### src/lmrs_pkg.sv
// ----------------------------------------------------------------------------
// lmrs_pkg
// Shared types and constants of the LED matrix row scanner.
// ----------------------------------------------------------------------------
package lmrs_pkg;

	localparam int ROW_W   = 3;
	localparam int PAT_W   = 16;
	localparam int BYTE_W  = 8;
	localparam int FRAME_W = 4 * BYTE_W;
	localparam int CNT_W   = $clog2(FRAME_W);

	localparam logic [CNT_W-1:0] LAST_CNT = CNT_W'(FRAME_W - 1);
	localparam logic [2:0]       BYTE_END = 3'd7;
	localparam logic [BYTE_W-1:0] ROW_ONE = 8'b0000_0001;

	typedef enum logic {
		OP_WRITE = 1'b0,
		OP_TICK  = 1'b1
	} op_t;

	// access to the frame store
	typedef struct packed {
		logic             we;
		logic             re;
		logic [ROW_W-1:0] addr;
		logic [PAT_W-1:0] wdata;
	} store_req_t;

	// tick waiting for the serializer: scan row and its pattern
	typedef struct packed {
		logic             valid;
		logic [ROW_W-1:0] row;
		logic [PAT_W-1:0] data;
	} pend_t;

endpackage

### src/lmrs_in_if.sv
// ----------------------------------------------------------------------------
// lmrs_in_if
// Input channel: write and tick items with valid/ready handshake.
// ----------------------------------------------------------------------------
interface lmrs_in_if;
	import lmrs_pkg::*;

	logic             valid;
	logic             ready;
	logic             op;
	logic [ROW_W-1:0] row_select;
	logic [PAT_W-1:0] row_pattern;

	modport source (output valid, op, row_select, row_pattern, input ready);
	modport sink   (input valid, op, row_select, row_pattern, output ready);
endinterface

### src/lmrs_out_if.sv
// ----------------------------------------------------------------------------
// lmrs_out_if
// Output channel: one serial bit per beat with valid/ready handshake.
// ----------------------------------------------------------------------------
interface lmrs_out_if;
	logic valid;
	logic ready;
	logic serial_bit;
	logic latch_strobe;
	logic last_bit;

	modport source (output valid, serial_bit, latch_strobe, last_bit, input ready);
	modport sink   (input valid, serial_bit, latch_strobe, last_bit, output ready);
endinterface

### src/lmrs_frame_store.sv
// ----------------------------------------------------------------------------
// lmrs_frame_store
// Row pattern memory with registered read and per-row valid bits.
// ----------------------------------------------------------------------------
module lmrs_frame_store
	import lmrs_pkg::*;
#(
	parameter int ROWS    = 8,
	parameter int COLUMNS = 16
) (
	input  logic             clk,
	input  logic             arst_n,
	input  store_req_t       req,
	output logic [PAT_W-1:0] rdata
);

	localparam int IDX_W = $clog2(ROWS);

	logic [COLUMNS-1:0] mem [ROWS];
	logic [ROWS-1:0]    valid_q;
	logic [COLUMNS-1:0] rd_data_q;
	logic               rd_valid_q;

	wire [IDX_W-1:0] idx = req.addr[IDX_W-1:0];

	always_ff @(posedge clk) begin
		if (req.we) begin
			mem[idx] <= req.wdata[COLUMNS-1:0];
		end
		if (req.re) begin
			rd_data_q <= mem[idx];
		end
	end

	// rows never written since reset read as zero
	always_ff @(posedge clk or negedge arst_n) begin
		if (!arst_n) begin
			valid_q    <= '0;
			rd_valid_q <= 1'b0;
		end else begin
			if (req.we) begin
				valid_q[idx] <= 1'b1;
			end
			if (req.re) begin
				rd_valid_q <= valid_q[idx];
			end
		end
	end

	assign rdata = rd_valid_q ? PAT_W'(rd_data_q) : '0;

endmodule

### src/lmrs_serializer.sv
// ----------------------------------------------------------------------------
// lmrs_serializer
// Builds the 32-bit frame of one tick and shifts it out one bit per beat.
// ----------------------------------------------------------------------------
module lmrs_serializer
	import lmrs_pkg::*;
(
	input  logic        clk,
	input  logic        arst_n,
	input  pend_t       pend,
	output logic        take,
	lmrs_out_if.source  out_ch
);

	logic [FRAME_W-1:0] sr_q;
	logic [CNT_W-1:0]   cnt_q;
	logic               busy_q;
	logic [BYTE_W-1:0]  mask;
	logic [FRAME_W-1:0] frame;
	logic               fire;
	logic               last;

	assign mask  = ~(ROW_ONE << pend.row);
	assign frame = {pend.data[PAT_W-1:BYTE_W], mask, pend.data[BYTE_W-1:0], mask};

	assign fire = busy_q && out_ch.ready;
	assign last = (cnt_q == LAST_CNT);
	assign take = pend.valid && (!busy_q || (fire && last));

	always_ff @(posedge clk or negedge arst_n) begin
		if (!arst_n) begin
			busy_q <= 1'b0;
			cnt_q  <= '0;
		end else if (take) begin
			busy_q <= 1'b1;
			cnt_q  <= '0;
		end else if (fire) begin
			busy_q <= !last;
			cnt_q  <= cnt_q + CNT_W'(1);
		end
	end

	always_ff @(posedge clk) begin
		if (take) begin
			sr_q <= frame;
		end else if (fire) begin
			sr_q <= {sr_q[FRAME_W-2:0], 1'b0};
		end
	end

	assign out_ch.valid        = busy_q;
	assign out_ch.serial_bit   = sr_q[FRAME_W-1];
	assign out_ch.latch_strobe = (cnt_q[2:0] == BYTE_END);
	assign out_ch.last_bit     = last;

endmodule

### src/led_matrix_row_scanner.sv
// ----------------------------------------------------------------------------
// led_matrix_row_scanner
// Scans a ROWS x COLUMNS LED matrix through a daisy-chained shift register.
// ----------------------------------------------------------------------------
// Usage:
//   in_ch carries items. op = write stores row_pattern for row_select in the
//   frame store (rows at or above ROWS are dropped); op = tick sends the
//   current scan row and advances it, wrapping after row ROWS-1.
//   out_ch carries one serial bit per beat: 32 beats per tick, MSB first,
//   as high pattern byte, inverted row mask, low pattern byte, inverted mask.
//   latch_strobe marks the eighth bit of each byte, last_bit the 32nd.
// Flow:
//   A write is stored at its accept edge. A tick reads the frame store at
//   its accept edge into stage 1, is loaded into the shift register when
//   the serializer is free and then goes out one bit per cycle while
//   out_ch.ready is high. Writes flow during a frame while stage 1 is empty;
//   a second tick waits there, holding in_ch.ready low until it is taken.
// Reset:
//   arst_n clears the row valid bits (all rows read as zero), the scan row
//   and the serializer. out_ch.ready low holds the current bit; a second tick
//   then waits in stage 1 and in_ch.ready drops until the shifter frees up.
// ----------------------------------------------------------------------------
module led_matrix_row_scanner
	import lmrs_pkg::*;
#(
	parameter int ROWS    = 8,
	parameter int COLUMNS = 16
) (
	input  logic       clk,
	input  logic       arst_n,
	lmrs_in_if.sink    in_ch,
	lmrs_out_if.source out_ch
);

	localparam int IDX_W = $clog2(ROWS);
	localparam logic [ROW_W:0]   ROWS_L   = (ROW_W + 1)'(ROWS);
	localparam logic [IDX_W-1:0] LAST_ROW = IDX_W'(ROWS - 1);

	logic [IDX_W-1:0] scan_row_q;
	logic             tick_s1;
	logic [ROW_W-1:0] row_s1;
	logic [PAT_W-1:0] rdata;
	store_req_t       req;
	pend_t            pend;
	logic             take;
	logic             acc;
	logic             is_tick;

	// stage 1 frees up when its tick moves into the serializer
	assign in_ch.ready = !tick_s1 || take;
	assign acc         = in_ch.valid && in_ch.ready;
	assign is_tick     = (op_t'(in_ch.op) == OP_TICK);

	// write at the item's own row, read the scan row on a tick
	always_comb begin
		req.we    = acc && !is_tick && ({1'b0, in_ch.row_select} < ROWS_L);
		req.re    = acc && is_tick;
		req.addr  = is_tick ? ROW_W'(scan_row_q) : in_ch.row_select;
		req.wdata = in_ch.row_pattern;
	end

	lmrs_frame_store #(
		.ROWS    (ROWS),
		.COLUMNS (COLUMNS)
	) u_store (
		.clk    (clk),
		.arst_n (arst_n),
		.req    (req),
		.rdata  (rdata)
	);

	// advance the scan row on each accepted tick
	always_ff @(posedge clk or negedge arst_n) begin
		if (!arst_n) begin
			scan_row_q <= '0;
			tick_s1    <= 1'b0;
		end else begin
			if (req.re) begin
				scan_row_q <= (scan_row_q == LAST_ROW) ? '0 : scan_row_q + IDX_W'(1);
			end
			if (req.re) begin
				tick_s1 <= 1'b1;
			end else if (take) begin
				tick_s1 <= 1'b0;
			end
		end
	end

	// hold the row of the pending tick alongside the registered read data
	always_ff @(posedge clk) begin
		if (req.re) begin
			row_s1 <= ROW_W'(scan_row_q);
		end
	end

	always_comb begin
		pend.valid = tick_s1;
		pend.row   = row_s1;
		pend.data  = rdata;
	end

	lmrs_serializer u_ser (
		.clk    (clk),
		.arst_n (arst_n),
		.pend   (pend),
		.take   (take),
		.out_ch (out_ch)
	);

endmodule
### src/flat_wrapper.sv
// flat-port wrapper written by rule: the top's interface ports become plain ports
module led_matrix_row_scanner_flat import lmrs_pkg::*;
#(
	parameter int ROWS    = 8,
	parameter int COLUMNS = 16
)
  (clk, arst_n, in_ch_valid, in_ch_op, in_ch_row_select, in_ch_row_pattern, in_ch_ready, out_ch_valid, out_ch_serial_bit, out_ch_latch_strobe, out_ch_last_bit, out_ch_ready);
  lmrs_in_if in_ch_i ();
  lmrs_out_if out_ch_i ();
  input  logic clk;
  input  logic arst_n;
  input wire logic [$bits(in_ch_i.valid)-1:0] in_ch_valid;
  input wire logic [$bits(in_ch_i.op)-1:0] in_ch_op;
  input wire logic [$bits(in_ch_i.row_select)-1:0] in_ch_row_select;
  input wire logic [$bits(in_ch_i.row_pattern)-1:0] in_ch_row_pattern;
  output wire logic [$bits(in_ch_i.ready)-1:0] in_ch_ready;
  output wire logic [$bits(out_ch_i.valid)-1:0] out_ch_valid;
  output wire logic [$bits(out_ch_i.serial_bit)-1:0] out_ch_serial_bit;
  output wire logic [$bits(out_ch_i.latch_strobe)-1:0] out_ch_latch_strobe;
  output wire logic [$bits(out_ch_i.last_bit)-1:0] out_ch_last_bit;
  input wire logic [$bits(out_ch_i.ready)-1:0] out_ch_ready;
  assign in_ch_i.valid = in_ch_valid;
  assign in_ch_i.op = in_ch_op;
  assign in_ch_i.row_select = in_ch_row_select;
  assign in_ch_i.row_pattern = in_ch_row_pattern;
  assign in_ch_ready = in_ch_i.ready;
  assign out_ch_valid = out_ch_i.valid;
  assign out_ch_serial_bit = out_ch_i.serial_bit;
  assign out_ch_latch_strobe = out_ch_i.latch_strobe;
  assign out_ch_last_bit = out_ch_i.last_bit;
  assign out_ch_i.ready = out_ch_ready;
  led_matrix_row_scanner #(.ROWS(ROWS), .COLUMNS(COLUMNS)) u_core (.clk(clk), .arst_n(arst_n), .in_ch(in_ch_i), .out_ch(out_ch_i));
endmodule
### config.mk
export PLATFORM = sky130hd
export DESIGN_NAME = led_matrix_row_scanner_flat
export DESIGN_NICKNAME = d
export VERILOG_FILES = /design/src/lmrs_pkg.sv /design/src/lmrs_in_if.sv /design/src/lmrs_out_if.sv /design/src/lmrs_frame_store.sv /design/src/lmrs_serializer.sv /design/src/led_matrix_row_scanner.sv /design/src/flat_wrapper.sv
export SDC_FILE = /design/constraint.sdc
export NUM_CORES = 1
export LEC_CHECK = 0
export BUFFER_PORTS_ARGS = -buffer_cell sky130_fd_sc_hd__buf_2
export CORE_MARGIN = 3
export CORE_UTILIZATION = 61
export DETAILED_ROUTE_END_ITERATION = 6
export PLACE_DENSITY_LB_ADDON = 0.3
export SLEW_MARGIN = 20
export SYNTH_ARGS = -nofsm -noshare
export SYNTH_HDL_FRONTEND = slang
export SYNTH_SLANG_ARGS = --single-unit
### constraint.sdc
create_clock -name clk -period 3.4 [get_ports clk]
set_clock_uncertainty 0.15 [all_clocks]
set_input_delay 0.51 -clock clk [delete_from_list [all_inputs] [get_ports clk]]
set_output_delay 0.51 -clock clk [all_outputs]
set_load 0.05 [all_outputs]
==> impl_results.md <==
- Status: finished clean
- Avg WL per Cell: 21.8 um
- Share of synthesized cell area in and, or, nand and nor gates: 7.43%
- Layout net count: 576
- Synth top area cells: edfxtp_1 68%, dfrtp_1 6.0%, mux2i_1 5.2%
- Ys Warns: 0
- CTS Buf Count: 17
- Vias per cell: 6.20
- Count of different cell masters after synthesis: 49
- Startpoint types: register
- Die W: 120 um
- Clk_lat worst skew: 0.42 ns
- Min Tclk post-route: 2.89 ns
- Fill count: 829
- Worst Tran Pin Value: 0.890 ns
- H-Tree Depth: 4
- Worst path bufs/invs: 1
- GPL Wtd Cong: 0.891
- Switching power: 1580 uW
- P_int: 4410 uW
- Reg power frac: 49.9%
- Clock Sinks: 198
- Post-synth net total: 536
- Max incr delay on CP: 0.75 ns
- DRT antenna net count: 0
- Maxcap violations: 0
- PortBufs: 28
- Post-CTS setup buffers: 0
- Commonest cells post-synth: 179 x edfxtp_1, 51 x nand2_1, 41 x mux2i_1, 27 x nor2_1, 25 x nand3_1
- CP Capture Type: register
- Total Routing Usage GR: 23.1%
- Unrepaired setup endpoints after global routing: false
- Slew HR: 40.5%
- Pleak: 0.00325 uW
- Adder and majority gate portion of the synthesized area: 0.786%
- Largest net degree at the start of global routing: 39
- Pwr per Cell Area: 671 nW/um^2
- Initial DRC count: 444
- Hold slack: 0.192 ns
- Logic gate share of total power: 16.3%
- Final setup margin: 0.512 ns
- DP HPWL: 9.90 mm
- Core Area: 12700 um^2
- Diodes inserted: 0
- Post-synth EDFFs: 179
- Area Growth Syn to Fin: 12.1%
- Register area: 5850 um^2
- Register area share after synthesis: 73.5%
- Via count: 4536
- Setup violators final: 0
- Number of synthesized register bits: 198
- Drt drc: 0
- Critical path's slowest cell: nor2_1
- Clk pwr share: 33.8%
- Post-Syn Instances: 507
- Die ar.: 14500 um^2
- Initial antenna violation count: 0
- WP data arrival: 2.86 ns
- Placed Cells: 699
- Hold WC Path Type: input port to register
- Post_cts resized: 0
- Routed WL: 16.0 mm
- Sw frac: 26.3%
- Total power: 5990 uW
- WS Path Type: register to register
- TNS Setup: 0 ns
- Router iterations before antenna repair: 6
- Syn avg cell area: 15.7 um^2
- Site Rows: 41
- Post-synthesis compound-gate area fraction: 7.72%
- Worst vdd ir: 0.480 mV
- Area used by multi-input combinational logic: 1980 um^2
- CP Max Fanout: 9
- TritonCTS clock tree: yes
- Slew Limit Fails: 0
- Clk slew on worst S/H paths: 0.07 ns
- Final non-filler cell total: 732
- Cell Area, Synth: 7960 um^2
- Ys async rst share: 9.60%
- Most common cell in the netlist: edfxtp_1
- Post-Synth XOR/XNOR Area: 0%
- Cts-stage hold buffer count: 1
- Clk root buf: clkbuf_16
- Die Ht: 120 um
- CTS Buffer Depth: 2
- Vias in the first global route: 4528
- Top-area cell type share of the netlist area: 67.5%
- Fmax: 0.346 GHz
- Critical-path cell list: ha_1 > and3_1 > ha_1 > a21bo_2 > o2111ai_1 > nor2_1 > buf_4
- Mux contribution to synthesized area: 8.71%
- Final period utilization: 85.0%
- GR Overflow Total: 0
- Post-synth top flop: edfxtp_1
- Final hold vios: 0
- Worst path required time: 3.38 ns
- First-pass GRT wire length: 24.6 mm
- Delay-heaviest family, CP: simple AND/OR/NAND/NOR gates
- Layout cells sized above 1: 15.7%
- Leading area contributor after synthesis: edfxtp_1
- Cell mode on critical path: ha_1
- DP Worst Slack: 0.481 ns
- Initial Utilization: 62.8%
- Largest family of logic cells by synthesized area: multiplexers
- Boundary Pins: 29
## routing by layer
metal,global-route usage [%],wire (um),up-vias
li1,-,-,2066
met1,29.7,6310,2278
met2,38.4,8220,168
met3,6.17,1120,24
met4,8.64,295,0
met5,0,0,-
## cells by family after synthesis
family | Yosys count
mux | 65
buf+inv | 27
compound gates | 83
flops | 198
fa+ha+maj | 5
simple gates | 129
## state kept, by name (all words and copies together), names as in the netlist
signal                     flops
u_core.scan_row_q              3
u_core.u_ser.sr_q             32
u_core.u_store.mem           128
u_core.tick_s1                 1
u_core.u_store.valid_q         8
u_core.row_s1                  3
u_core.u_store.rd_valid_q      1
u_core.u_store.rd_data_q      16
u_core.u_ser.cnt_q             5
u_core.u_ser.out_ch.valid      1
## per-stage QoR
step           utilization, %  cell area [um^2]
6_report                 70.4              8920
5_1_grt                  70.4              8920
4_1_cts                  70.4              8920
3_5_place_dp             65.6              8310
3_3_place_gp             65.6              8310
2_1_floorplan               -              7960
## area by class of cell
type,count,share of cell area (%)
Clock inverter,13,1.88
Sequential cell,198,65.6
Timing Repair Buffer,44,2.95
Tap cell,172,2.41
Clock buffer,19,4.85
Inverter,4,0.168
Multi-Input combinational cell,282,22.2
## cell usage in the layout (no fill, tap or decap), drive strengths merged, types with 2 or more instances in the layout
master / netlist / routed
o22ai: 3 / 3
o2111a: 2 / 2
clkbuf: 11 / 19
a31oi: 4 / 4
ha: 5 / 5
nor2b: 3 / 3
o21bai: 4 / 4
bufinv: 0 / 3
edfxtp: 179 / 179
a222oi: 4 / 4
clkinv: 0 / 4
nand2: 51 / 51
dfrtp: 19 / 19
inv: 4 / 9
o22a: 2 / 2
a21o: 2 / 2
o221ai: 3 / 3
o32a: 3 / 3
and3b: 3 / 3
buf: 12 / 43
nor3b: 3 / 3
a21oi: 8 / 8
or2: 8 / 8
and3: 2 / 2
o21ai: 16 / 16
o21a: 5 / 5
mux2i: 43 / 43
nand3: 25 / 25
a221o: 2 / 2
mux2: 22 / 22
a221oi: 11 / 11
nor3: 3 / 3
a22oi: 6 / 6
nor2: 27 / 27
## worst register-to-register path, cell delays in order (launching register included)
cell and delay, ns:
dfrtp_1 0.39, ha_1 0.19, and3_1 0.18, ha_1 0.19, a21bo_2 0.19, o2111ai_1 0.23
nor2_1 0.75, buf_4 0.33
## path summary, 6_finish.rpt
check,endpoint,from,cells after the start,slack (ns)
max in group asynchronous,u_core.u_ser.cnt_q[1],arst_n,2,2.38
hold / removal,u_core.u_store.mem[5][1],in_ch_row_pattern[1],1,0.19
setup / recovery,u_core.u_store.mem[4][15],u_core.u_ser.cnt_q[0],7,0.51
min in group asynchronous,u_core.u_store.valid_q[6],arst_n,2,0.42
hold reg to reg,u_core.u_store.valid_q[4],u_core.u_store.valid_q[4],1,0.32
setup reg to reg,u_core.u_store.mem[4][15],u_core.u_ser.cnt_q[0],7,0.51
## power by group through the flow
stage / clock network (uW) / registers, uW / logic (uW)
floorplan: 0 / 2970 / 755
global placement: 0 / 3030 / 930
detailed placement: 0 / 3040 / 962
CTS: 2050 / 2990 / 973
global route: 2150 / 3010 / 1050
finish: 2020 / 2990 / 976
Note: power is estimated with default switching activity, not from simulation.
